<file path="src/rtl/core/mtbc_pkg.sv">
package mtbc_pkg;

  localparam int unsigned StackDepthDefault = 16;
  localparam int unsigned MaxTagLenDefault  = 16;

  localparam logic [7:0] CHAR_LT    = 8'h3C;
  localparam logic [7:0] CHAR_GT    = 8'h3E;
  localparam logic [7:0] CHAR_SLASH = 8'h2F;
  localparam logic [7:0] CHAR_SPACE = 8'h20;
  localparam logic [7:0] CHAR_TAB   = 8'h09;
  localparam logic [7:0] CHAR_CR    = 8'h0D;

  localparam logic [3:0] ERR_NONE         = 4'd0;
  localparam logic [3:0] ERR_STRAY_GT     = 4'd1;
  localparam logic [3:0] ERR_EMPTY_NAME   = 4'd2;
  localparam logic [3:0] ERR_UNTERMINATED = 4'd3;
  localparam logic [3:0] ERR_CLOSE_EMPTY  = 4'd4;
  localparam logic [3:0] ERR_MISMATCH     = 4'd5;
  localparam logic [3:0] ERR_UNCLOSED     = 4'd6;
  localparam logic [3:0] ERR_NO_TAGS      = 4'd7;
  localparam logic [3:0] ERR_TOO_LONG     = 4'd8;
  localparam logic [3:0] ERR_OVERFLOW     = 4'd9;

  typedef enum logic [2:0] {
    KIND_SPACE,
    KIND_LT,
    KIND_GT,
    KIND_SLASH,
    KIND_OTHER
  } kind_e;

  typedef struct packed {
    kind_e      kind;
    logic [7:0] char_in;
    logic       is_last;
  } item_t;

endpackage

</file>
<file path="src/rtl/core/mtbc_in_if.sv">
interface mtbc_in_if;
  logic       valid;
  logic       ready;
  logic [7:0] char_in;
  logic       is_last;

  modport source (output valid, output char_in, output is_last, input ready);
  modport sink (input valid, input char_in, input is_last, output ready);
endinterface

</file>
<file path="src/rtl/core/mtbc_out_if.sv">
interface mtbc_out_if;
  logic       valid;
  logic       ready;
  logic       valid_res;
  logic [3:0] error_code;

  modport source (output valid, output valid_res, output error_code, input ready);
  modport sink (input valid, input valid_res, input error_code, output ready);
endinterface

</file>
<file path="src/rtl/core/mtbc_front.sv">
module mtbc_front
  import mtbc_pkg::*;
(
  input  logic  clk_i,
  input  logic  rst_ni,
  input  logic  in_valid_i,
  output logic  in_ready_o,
  input  logic  [7:0] char_in_i,
  input  logic  is_last_i,
  output logic  item_valid_o,
  output item_t item_o,
  input  logic  item_pop_i
);

  item_t      entry_q [2];
  logic       wr_ptr_q, rd_ptr_q;
  logic [1:0] count_q;
  kind_e      kind;
  logic       push;
  logic       accept;

  always_comb begin
    if (char_in_i == CHAR_SPACE || (char_in_i >= CHAR_TAB && char_in_i <= CHAR_CR)) begin
      kind = KIND_SPACE;
    end else if (char_in_i == CHAR_LT) begin
      kind = KIND_LT;
    end else if (char_in_i == CHAR_GT) begin
      kind = KIND_GT;
    end else if (char_in_i == CHAR_SLASH) begin
      kind = KIND_SLASH;
    end else begin
      kind = KIND_OTHER;
    end
  end

  // Whitespace only matters when it closes the string.
  assign in_ready_o   = (count_q != 2'd2);
  assign accept       = in_valid_i && in_ready_o;
  assign push         = accept && (kind != KIND_SPACE || is_last_i);
  assign item_valid_o = (count_q != 2'd0);
  assign item_o       = entry_q[rd_ptr_q];

  always_ff @(posedge clk_i) begin
    if (push) begin
      entry_q[wr_ptr_q] <= '{kind: kind, char_in: char_in_i, is_last: is_last_i};
    end
  end

  always_ff @(posedge clk_i or negedge rst_ni) begin
    if (!rst_ni) begin
      wr_ptr_q <= 1'b0;
      rd_ptr_q <= 1'b0;
      count_q  <= 2'd0;
    end else begin
      if (push) begin
        wr_ptr_q <= ~wr_ptr_q;
      end
      if (item_pop_i) begin
        rd_ptr_q <= ~rd_ptr_q;
      end
      count_q <= count_q + 2'(push) - 2'(item_pop_i);
    end
  end

endmodule

</file>
<file path="src/rtl/core/mtbc_back.sv">
module mtbc_back
  import mtbc_pkg::*;
#(
  parameter int unsigned STACK_DEPTH = StackDepthDefault,
  parameter int unsigned MAX_TAG_LEN = MaxTagLenDefault
) (
  input  logic       clk_i,
  input  logic       rst_ni,
  input  logic       item_valid_i,
  input  item_t      item_i,
  output logic       item_pop_o,
  output logic       out_valid_o,
  input  logic       out_ready_i,
  output logic       valid_res_o,
  output logic [3:0] error_code_o
);

  localparam int unsigned SPW = $clog2(STACK_DEPTH + 1);
  localparam int unsigned TW  = $clog2(STACK_DEPTH);
  localparam int unsigned PW  = $clog2(MAX_TAG_LEN + 1);
  localparam int unsigned BA  = $clog2(STACK_DEPTH * MAX_TAG_LEN);

  typedef enum logic [1:0] {
    MODE_OUT,
    MODE_OPEN,
    MODE_NAME
  } mode_e;

  mode_e          mode_q, mode_d;
  logic           closing_q, closing_d;
  logic [3:0]     err_q, err_d;
  logic           seen_q, seen_d;
  logic [SPW-1:0] sp_q, sp_d;
  logic [PW-1:0]  pos_q, pos_d;
  logic           mm_q, mm_d;
  logic           out_valid_q, out_valid_d;
  logic           valid_res_q, valid_res_d;
  logic [3:0]     code_q, code_d;

  logic [7:0]     byte_mem [STACK_DEPTH * MAX_TAG_LEN];
  logic [PW-1:0]  len_mem [STACK_DEPTH];
  logic [7:0]     byte_rd_q;
  logic [PW-1:0]  len_rd_q;

  logic           byte_we, len_we;
  logic [BA-1:0]  byte_wa, byte_ra;
  logic [SPW-1:0] top_d;
  logic [PW-1:0]  pos_rd;
  logic           go;
  logic [3:0]     code;

  // A result can only be taken when the output register is free or being drained.
  assign go         = item_valid_i && !(item_i.is_last && out_valid_q && !out_ready_i);
  assign item_pop_o = go;

  always_comb begin
    mode_d      = mode_q;
    closing_d   = closing_q;
    err_d       = err_q;
    seen_d      = seen_q;
    sp_d        = sp_q;
    pos_d       = pos_q;
    mm_d        = mm_q;
    out_valid_d = out_valid_q && !out_ready_i;
    valid_res_d = valid_res_q;
    code_d      = code_q;
    byte_we     = 1'b0;
    len_we      = 1'b0;
    code        = ERR_NONE;

    if (go && err_q == ERR_NONE && item_i.kind != KIND_SPACE) begin
      unique case (mode_q)
        MODE_OUT: begin
          if (item_i.kind == KIND_LT) begin
            mode_d    = MODE_OPEN;
            closing_d = 1'b0;
            pos_d     = '0;
            mm_d      = 1'b0;
          end else if (item_i.kind == KIND_GT) begin
            err_d = ERR_STRAY_GT;
          end
        end
        MODE_OPEN, MODE_NAME: begin
          mode_d = MODE_NAME;
          if (mode_q == MODE_OPEN && item_i.kind == KIND_SLASH) begin
            closing_d = 1'b1;
          end else if (item_i.kind == KIND_GT) begin
            mode_d = MODE_OUT;
            if (pos_q == '0) begin
              err_d = ERR_EMPTY_NAME;
            end else if (closing_q) begin
              if (sp_q == '0) begin
                err_d = ERR_CLOSE_EMPTY;
              end else if (mm_q || pos_q != len_rd_q) begin
                err_d = ERR_MISMATCH;
              end else begin
                sp_d = sp_q - SPW'(1);
              end
            end else if (sp_q >= SPW'(STACK_DEPTH)) begin
              err_d = ERR_OVERFLOW;
            end else begin
              len_we = 1'b1;
              sp_d   = sp_q + SPW'(1);
              seen_d = 1'b1;
            end
          end else if (pos_q >= PW'(MAX_TAG_LEN)) begin
            err_d = ERR_TOO_LONG;
          end else begin
            if (closing_q) begin
              if (sp_q == '0 || pos_q >= len_rd_q || byte_rd_q != item_i.char_in) begin
                mm_d = 1'b1;
              end
            end else if (sp_q < SPW'(STACK_DEPTH)) begin
              byte_we = 1'b1;
            end
            pos_d = pos_q + PW'(1);
          end
        end
        default: begin
          mode_d = MODE_OUT;
        end
      endcase
    end

    if (go && item_i.is_last) begin
      if (err_d != ERR_NONE) begin
        code = err_d;
      end else if (mode_d != MODE_OUT) begin
        code = ERR_UNTERMINATED;
      end else if (sp_d != '0) begin
        code = ERR_UNCLOSED;
      end else if (!seen_d) begin
        code = ERR_NO_TAGS;
      end
      out_valid_d = 1'b1;
      valid_res_d = (code == ERR_NONE);
      code_d      = code;
      mode_d      = MODE_OUT;
      closing_d   = 1'b0;
      err_d       = ERR_NONE;
      seen_d      = 1'b0;
      sp_d        = '0;
      pos_d       = '0;
      mm_d        = 1'b0;
    end
  end

  // Reads are issued for the next state, so the top entry is ready in the cycle after.
  assign top_d   = sp_d - SPW'(1);
  assign pos_rd  = (pos_d >= PW'(MAX_TAG_LEN)) ? '0 : pos_d;
  assign byte_ra = BA'(top_d[TW-1:0]) * BA'(MAX_TAG_LEN) + BA'(pos_rd);
  assign byte_wa = BA'(sp_q[TW-1:0]) * BA'(MAX_TAG_LEN) + BA'(pos_q);

  always_ff @(posedge clk_i) begin
    if (byte_we) begin
      byte_mem[byte_wa] <= item_i.char_in;
    end
    if (len_we) begin
      len_mem[sp_q[TW-1:0]] <= pos_q;
    end
    byte_rd_q <= byte_mem[byte_ra];
    len_rd_q  <= len_mem[top_d[TW-1:0]];
  end

  always_ff @(posedge clk_i or negedge rst_ni) begin
    if (!rst_ni) begin
      mode_q      <= MODE_OUT;
      closing_q   <= 1'b0;
      err_q       <= ERR_NONE;
      seen_q      <= 1'b0;
      sp_q        <= '0;
      pos_q       <= '0;
      mm_q        <= 1'b0;
      out_valid_q <= 1'b0;
      valid_res_q <= 1'b0;
      code_q      <= ERR_NONE;
    end else begin
      mode_q      <= mode_d;
      closing_q   <= closing_d;
      err_q       <= err_d;
      seen_q      <= seen_d;
      sp_q        <= sp_d;
      pos_q       <= pos_d;
      mm_q        <= mm_d;
      out_valid_q <= out_valid_d;
      valid_res_q <= valid_res_d;
      code_q      <= code_d;
    end
  end

  assign out_valid_o  = out_valid_q;
  assign valid_res_o  = valid_res_q;
  assign error_code_o = code_q;

endmodule

</file>
<file path="src/rtl/core/markup_tag_balance_checker_core.sv">
// Channel   Dir  Payload               Transfer
// byte_i    in   char_in, is_last      valid && ready
// result_o  out  valid_res, error_code valid && ready
//
// One byte is taken every cycle while the two-entry queue has room.
// A byte is carried out by the back end when it leaves the queue, which a stalled result can hold
// back for a final byte; a result is loaded into the output register as that final byte is carried out.
// Reset clears the scan state and both handshakes; the stack memories need no clearing.
// A stalled result only holds back the next final byte, not the bytes before it.
module markup_tag_balance_checker_core
  import mtbc_pkg::*;
#(
  parameter int unsigned STACK_DEPTH = StackDepthDefault,
  parameter int unsigned MAX_TAG_LEN = MaxTagLenDefault
) (
  input logic        clk_i,
  input logic        rst_ni,
  mtbc_in_if.sink    byte_i,
  mtbc_out_if.source result_o
);

  logic  item_valid;
  logic  item_pop;
  item_t item;

  mtbc_front u_front (
    .clk_i,
    .rst_ni,
    .in_valid_i   (byte_i.valid),
    .in_ready_o   (byte_i.ready),
    .char_in_i    (byte_i.char_in),
    .is_last_i    (byte_i.is_last),
    .item_valid_o (item_valid),
    .item_o       (item),
    .item_pop_i   (item_pop)
  );

  mtbc_back #(
    .STACK_DEPTH (STACK_DEPTH),
    .MAX_TAG_LEN (MAX_TAG_LEN)
  ) u_back (
    .clk_i,
    .rst_ni,
    .item_valid_i (item_valid),
    .item_i       (item),
    .item_pop_o   (item_pop),
    .out_valid_o  (result_o.valid),
    .out_ready_i  (result_o.ready),
    .valid_res_o  (result_o.valid_res),
    .error_code_o (result_o.error_code)
  );

endmodule

</file>
<file path="src/flat_wrapper.sv">
// flat-port wrapper written by rule: the top's interface ports become plain ports
module markup_tag_balance_checker_core_flat import mtbc_pkg::*;
#(
  parameter int unsigned STACK_DEPTH = StackDepthDefault,
  parameter int unsigned MAX_TAG_LEN = MaxTagLenDefault
)
  (clk_i, rst_ni, byte_i_valid, byte_i_char_in, byte_i_is_last, byte_i_ready, result_o_valid, result_o_valid_res, result_o_error_code, result_o_ready);
  mtbc_in_if byte_i_i ();
  mtbc_out_if result_o_i ();
  input logic clk_i;
  input logic rst_ni;
  input wire logic [$bits(byte_i_i.valid)-1:0] byte_i_valid;
  input wire logic [$bits(byte_i_i.char_in)-1:0] byte_i_char_in;
  input wire logic [$bits(byte_i_i.is_last)-1:0] byte_i_is_last;
  output wire logic [$bits(byte_i_i.ready)-1:0] byte_i_ready;
  output wire logic [$bits(result_o_i.valid)-1:0] result_o_valid;
  output wire logic [$bits(result_o_i.valid_res)-1:0] result_o_valid_res;
  output wire logic [$bits(result_o_i.error_code)-1:0] result_o_error_code;
  input wire logic [$bits(result_o_i.ready)-1:0] result_o_ready;
  assign byte_i_i.valid = byte_i_valid;
  assign byte_i_i.char_in = byte_i_char_in;
  assign byte_i_i.is_last = byte_i_is_last;
  assign byte_i_ready = byte_i_i.ready;
  assign result_o_valid = result_o_i.valid;
  assign result_o_valid_res = result_o_i.valid_res;
  assign result_o_error_code = result_o_i.error_code;
  assign result_o_i.ready = result_o_ready;
  markup_tag_balance_checker_core #(.STACK_DEPTH(STACK_DEPTH), .MAX_TAG_LEN(MAX_TAG_LEN)) u_core (.clk_i(clk_i), .rst_ni(rst_ni), .byte_i(byte_i_i), .result_o(result_o_i));
endmodule
</file>
<file path="config.mk">
export PLATFORM = sky130hd
export DESIGN_NAME = markup_tag_balance_checker_core_flat
export DESIGN_NICKNAME = d
export VERILOG_FILES = /design/src/rtl/core/mtbc_pkg.sv /design/src/rtl/core/mtbc_in_if.sv /design/src/rtl/core/mtbc_out_if.sv /design/src/rtl/core/mtbc_front.sv /design/src/rtl/core/mtbc_back.sv /design/src/rtl/core/markup_tag_balance_checker_core.sv /design/src/flat_wrapper.sv
export SDC_FILE = /design/constraint.sdc
export NUM_CORES = 2
export LEC_CHECK = 0
export ABC_AREA = 1
export BUFFER_PORTS_ARGS = -buffer_cell sky130_fd_sc_hd__buf_2
export CAP_MARGIN = 20
export CORE_MARGIN = 5
export CORE_UTILIZATION = 55
export DETAILED_ROUTE_END_ITERATION = 10
export PLACE_DENSITY_LB_ADDON = 0.3
export SLEW_MARGIN = 25
export SYNTH_ARGS = -nofsm -noshare
export SYNTH_HDL_FRONTEND = slang
export SYNTH_SLANG_ARGS = --single-unit
</file>
<file path="constraint.sdc">
create_clock -name clk_i -period 6.2 [get_ports clk_i]
set_input_delay 0 -clock clk_i [delete_from_list [all_inputs] [get_ports clk_i]]
set_output_delay 0 -clock clk_i [all_outputs]
set_load 0.1 [all_outputs]
</file>
# Word level (Yosys, flattened, before mapping)
# Memories as Yosys holds them, arrays and structs flattened. A register that Yosys moved wholly into a read port is not among the register bits.
# Cells that the tools add are included.
[op_classes]
bitwise = 2
addsub = 8
reduce_logical = 34
muxes = 88
eq_ne = 19
order_cmp = 7
[ops]
columns = ["cell", "n"]
rows = [
  ["5-bit 2-to-1 mux", 17],
  ["4-bit 2-to-1 mux", 14],
  ["1-bit 2-to-1 mux", 40],
  ["8-bit by 6-bit equality test with 1-bit output (second input constant)", 4],
  ["3-bit 2-to-1 mux", 7],
  ["3-bit inequality test (second input constant)", 7],
  ["8-bit by 5-bit adder with 8-bit output", 2],
  ["5-bit >= comparator (second input constant)", 3],
  ["1-bit logical AND", 11],
  ["5-bit by 1-bit adder with 5-bit output (second input constant)", 2],
  ["5-bit logical NOT", 2],
  ["2-bit 2-to-1 mux", 5],
  ["5-bit case mux with 2 select lines", 1],
  ["3-bit nonzero test", 3],
  ["8-bit by 4-bit >= comparator with 1-bit output (second input constant)", 1],
  ["8-bit by 4-bit less-or-equal comparator with 1-bit output (second input constant)", 1],
  ["4-bit logical NOT", 2],
  ["8-bit inequality test", 1],
  ["4-bit case mux with 2 select lines", 1],
  ["8-bit AND reduction", 1],
  ["3-bit by 2-bit equality test with 1-bit output (second input constant)", 2],
  ["2-bit nonzero test", 3],
  ["5-bit >= comparator", 1],
  ["1-bit logical OR", 5],
  ["other kinds (19)", 22],
]
[word_totals]
n_memories = 3
inputBits = 13
mem_bits_rw = 2152
out_inout_bits = 7
wordCells = 174
ff_bits = 29
[memory_table]
columns = ["memory", "words", "width", "read_ports", "rd_clocked_by_memory_dff", "wr", "line_no", "rtl"]
rows = [
  ["u_core.u_back.byte_mem", 256, 8, 1, 1, 1, "mtbc_back.sv:40", "logic [7:0] byte_mem [STACK_DEPTH * MAX_TAG_LEN];"],
  ["u_core.u_back.len_mem", 16, 5, 1, 1, 1, "mtbc_back.sv:41", "logic [PW-1:0] len_mem [STACK_DEPTH];"],
  ["u_core.u_front.entry_q", 2, 12, 1, 0, 1, "mtbc_front.sv:15", "item_t entry_q [2];"],
]

# Depth between registers and ports, before layout
[depth]
depth_word = 16
mapped_depth = 24
mapped_depth_nobuf = 23

# Cells and area by module
# Synthesis repeated with hierarchy kept, for this count alone.
[hier_totals]
cells_unflattened = 8900
area_unflattened_um2 = 97308.3
[modules_own_cells]
columns = ["module", "cells_each", "n_inst", "seq_area_each_um2", "area_each_um2"]
rows = [
  ["mtbc_back", 8813, 1, 64787.1, 96099.7],
  ["mtbc_front", 87, 1, 820.8, 1208.7],
]

# Worst setup path after synthesis
# No wires, ideal clock.
[synth_timing]
path_kind = "reg2reg"
from = "register u_core.u_front.rd_ptr_q"
to = "register u_core.u_back.mm_q"
setup_slack_ns = 1.485
stages_incl_launch_ff = 11
synth_period_minus_slack_ns = 4.715
t_arrival_ns = 4.585
path_cell_list = "dfrtp_1 -> inv_2 -> buf_2 -> nand2_1 -> nand2_1 -> xnor2_1 -> nand3_1 -> nor3_1 -> nand4_1 -> nand4_1 -> a21oi_1"
[synth_lines]
columns = ["element", "line_no", "rtl"]
rows = [
  ["from (decl)", "mtbc_front.sv:16", "logic wr_ptr_q, rd_ptr_q;"],
  ["from (signal assigned)", "mtbc_front.sv:59", "rd_ptr_q <= ~rd_ptr_q;"],
  ["to (signal assigned)", "mtbc_back.sv:184", "mm_q <= mm_d;"],
  ["to (decl)", "mtbc_back.sv:35", "logic mm_q, mm_d;"],
]

# Final worst setup path
[layout_timing]
from = "register u_core.u_front.rd_ptr_q"
to = "register u_core.u_back.byte_rd_q[1] (read register of u_core.u_back.byte_mem)"
[layout_via]
elab_chain_len = 12
elab_cells_between_ends = 28
[layout_rtl]
columns = ["element", "line_no", "rtl"]
rows = [
  ["memory 2 x 12 bit *", "-", ""],
  ["branches (longest 10 deep; another with 5-bit >= comparator)", "-", ""],
  ["8-bit by 5-bit adder with 8-bit output *", "mtbc_back.sv:151", "assign byte_ra = BA'(top_d[TW-1:0]) * BA'(MAX_TAG_LEN) + BA'(pos_rd);"],
  ["to (decl)", "mtbc_back.sv:42", "logic [7:0] byte_rd_q;"],
]
# Mark *: on every way between the ends.
# A chain may end at the register's enable or synchronous reset.

==> summary.md <==
| Metric | Value |
|---|---|
| CP Capture Type | flip-flop |
| Area of the multi-input gates | 24800 um2 |
| Fmax achieved | 191 MHz |
| DR DRC count | 0 |
| CP top delay family | simple AND/OR/NAND/NOR gates |
| WL per Instance | 23.9 um |
| Sw Pwr | 17700 uW |
| Mux cell area share after synthesis | 0% |
| Post-synthesis simple-gate area fraction | 23.8% |
| Initial DRC Count | 9372 |
| Crit path DAT | 5.97 ns |
| Setup CP Type | reg -> reg |
| RSZ-0062 raised after global routing | false |
| Clock power frac | 26.2% |
| Critical Path Start | u_core.u_front.rd_ptr_q |
| Max Root-Sink Buffers | 3 |
| Critical path buffers and inverters | 3 |
| Num CTS Buffers | 211 |
| Initial Utilization | 55.3% |
| Max incr delay on CP | 0.62 ns |
| FF+latch count, synth | 2194 |
| Synth top area cells | edfxtp_1, nand3_1, nand3b_1 |
| Post-Synth Adder-Cell Area | 0.270% |
| Pint | 29100 uW |
| Area Overhead vs Synth | 8.84% |
| Die ar. | 185000 um2 |
| Peak VDD IR | 557 uV |
| Startpoint types | flip-flop |
| Worst reg-to-reg setup slack | 0.97 ns |
| Finish-stage setup viols | 0 |
| Pre-Repair DR Iteration Count | 7 |
| Relative slew slack | 13.3% |
| Root Buffer | clkbuf_16 |
| Comb power frac | 33.7% |
| Final worst-path cycle share | 84.3% |
| Commonest non-fill, non-tap cell in the layout | edfxtp_1 |
| Pleak | 0.0404 uW |
| Final min period | 5.23 ns |
| Synth warn | 0 |
| Vias in the first global route | 63.1k |
| Slew at the pin with the worst max-slew slack | 1.30 ns |
| Vias per cell | 5.99 |
| Crit. path cell count | 19 |
| Register area | 65600 um2 |
| Worst hold slack | 0.162 ns |
| Fill cells | 13.8k |
| WP data required | 6.94 ns |
| Routed Antenna Nets | 0 |
| First-pass GRT wire length | 397000 um |
| Clock sinks | 2194 |
| Final WS setup | 0.972 ns |
| Cell taking the most area after synthesis | edfxtp_1 |
| Cell Chain, Critical Path | inv_2, nand2_1, nand2_1, nand2_1, nand2_1, nor2_1, nand3_1, o21ai_1, nand3_4, nand2_8, buf_4, buf_4, nand3_1, nand3_1, nand3_1, nand3_1, nand3_1, nand3_1, nand2_1 |
| CTS tree | done |
| Total number of H-tree levels | 4 |
| Clock-pin slew of the registers on the worst-case setup and hold paths | 0.06 ns |
| Slowest CP cell | dfrtp_1 |
| Num rows | 154 |
| WL final | 266000 um |
| Synth Area in XOR/XNOR | 0.161% |
| Share of cells above drive strength 1 | 5.59% |
| R2r endpoint | u_core.u_back.byte_rd_q[1] |
| Post-Syn Area | 97300 um2 |
| Pwr per Cell Area | 442 nW/um2 |
| Routability cong. | 0.904 |
| Post-synth EDFFs | 2152 |
| CP Max Fanout | 53 |
| Average footprint of a synthesized cell | 11.0 um2 |
| Post-synth top flop | edfxtp_1 |
| Final Instance Area | 106000 um2 |
| Fin Setup TNS | 0 ns |
| RR Startpoint | u_core.u_front.rd_ptr_q |
| FF-to-FF path depth | 19 |
| Net Sw Frac | 37.9% |
| Antenna violations before repair | 5 |
| I/O Pins | 20 |
| Pins over their slew limit | 0 |
| CORE AREA | 176000 um2 |
| Final hold vios | 0 |
| Nets | 8663 |
| Overall global routing resource usage | 28.0% |
| Worst skew pair latency | 0.85 ns |
| Async SR Flop Fraction | 1.32% |
| Syn nets | 8888 |
| Cell variety after synth | 43 |
| Port Buf Inserts | 19 |
| Most frequent cells in the layout | edfxtp_1, nand3_1, nand2_1 |
| Die Width | 431 um |
| Cell mode on critical path | nand3_1 |
| Yosys top cell area share | 66.4% |
| Largest family of logic cells by synthesized area | simple AND/OR/NAND/NOR gates |
| Sequential area share after synthesis | 67.4% |
| Post-DP HPWL | 147000 um |
| Largest net degree at the start of global routing | 208 |
| Total power | 46800 uW |
| Synthesized instance count | 8854 |
| Clock Skew | 0.0322 ns |
| Synth Area in Compound Gates | 1.06% |
| Worst Hold Class | in -> reg |
| Worst hold path depth | 4 |
| Status | finished, final reports clean |
| Max cap viols | 0 |
| DP Worst Slack | 1.12 ns |
| Die Y-Extent | 431 um |
| Seq pwr share | 40.1% |
| Worst Setup EP | u_core.u_back.byte_rd_q[1] |
| GRT Residual Overflow | 0 |
| Dpl cell area | 99100 um2 |
| Via count | 66.8k |
[worst register-to-register path: stages (launching register included)]
cell,delay (ns)
dfrtp_1,0.62
inv_2,0.23
nand2_1,0.12
nand2_1,0.09
nand2_1,0.10
nand2_1,0.10
nor2_1,0.12
nand3_1,0.17
o21ai_1,0.30
nand3_4,0.45
nand2_8,0.58
buf_4,0.62
buf_4,0.39
nand3_1,0.18
nand3_1,0.12
nand3_1,0.27
nand3_1,0.27
nand3_1,0.18
nand3_1,0.14
nand2_1,0.07
[through the flow]
| step | cells | utilization [%] |
|---|---|---|
| floorplan | 8854 | - |
| global placement | 10732 | 56.3 |
| detailed placement | 10732 | 56.3 |
| CTS | 11142 | 60.1 |
| global route | 11142 | 60.1 |
| finish | 11146 | 60.1 |
[cell type report]
class                   instances  area share [%]
diodes                          4         0.00945
clock buffers                 272            5.36
clock inverters               114           0.776
inverters                    1128            4.01
multi-input cells            4939            23.5
flip-flops and latches       2194            61.9
well taps                    2340            2.76
repair buffers                155            1.68
[power by group through the flow]
stage | combinational, uW | clock, uW | sequential, uW
detailed placement | 15400 | 0 | 19000
CTS | 15400 | 12300 | 18700
finish | 15800 | 12300 | 18700
global route | 16700 | 13000 | 18700
global placement | 15200 | 0 | 19000
floorplan | 9080 | 0 | 19800
[timing repair]
item	CTS	global route
endpoints found under the hold margin	86	0
hold buffers	24	0
gates resized for setup	0	0
setup buffers	0	0
[worst min-delay path by stage]
stage	start	to
6_report	byte_i_valid	u_core.u_front.wr_ptr_q
5_1_grt	byte_i_valid	u_core.u_front.wr_ptr_q
4_1_cts	byte_i_valid	u_core.u_front.wr_ptr_q
3_5_place_dp	rst_ni	u_core.u_front.wr_ptr_q
3_3_place_gp	rst_ni	u_core.u_front.wr_ptr_q
2_1_floorplan	rst_ni	u_core.u_back.closing_q
[cells in the mapped netlist, types with 9 or more instances]
cell and count:
nand4_1 9, or2_2 9, o211ai_1 17, dfxtp_1 13, o21ai_1 18, nand2_1 1445, nand3_1 1970, ha_1 21
o221ai_1 13, edfxtp_1 2152, a21oi_1 16, nor3_1 10, clkbuf_1 137, o21ai_0 95, nand3b_1 763, dfrtp_1 29
buf_2 404, buf_1 36, nor2_1 500, xor2_1 10, inv_1 1120
[registers in the layout (all words and copies together), names as in the netlist]
signal / count
u_core.u_back.sp_q: 5
u_core.u_back.mode_q: 2
u_core.u_back.valid_res_o: 1
u_core.u_back.byte_mem: 2048
u_core.u_back.err_q: 4
u_core.u_front.wr_ptr_q: 1
u_core.u_back.pos_q: 5
u_core.u_front.count_q: 2
u_core.u_front.entry_q: 24
u_core.u_back.len_mem: 80
u_core.u_back.byte_rd_q: 8
u_core.u_back.error_code_o: 4
u_core.u_front.rd_ptr_q: 1
u_core.u_back.mm_q: 1
u_core.u_back.out_valid_o: 1
u_core.u_back.closing_q: 1
u_core.u_back.seen_q: 1
u_core.u_back.len_rd_q: 5
[kinds of logic after synthesis]
family	after synthesis
AO/OA/AOI/OAI	178
adder cells (fa/ha/maj)	21
flip-flops	2194
AND/OR/NAND/NOR	4723
buffers and inverters	1721
XOR/XNOR	17
[routing by layer]
metal | share of wire [%] | GRT usage, % | vias up
met3 | 12 | 6.11 | 650
met1 | 38 | 39.3 | 32118
met2 | 46 | 42.9 | 4107
met5 | 0.0053 | 0 | -
met4 | 4.4 | 11.5 | 2
li1 | - | - | 29905
Power figures use the tool's default switching activity.
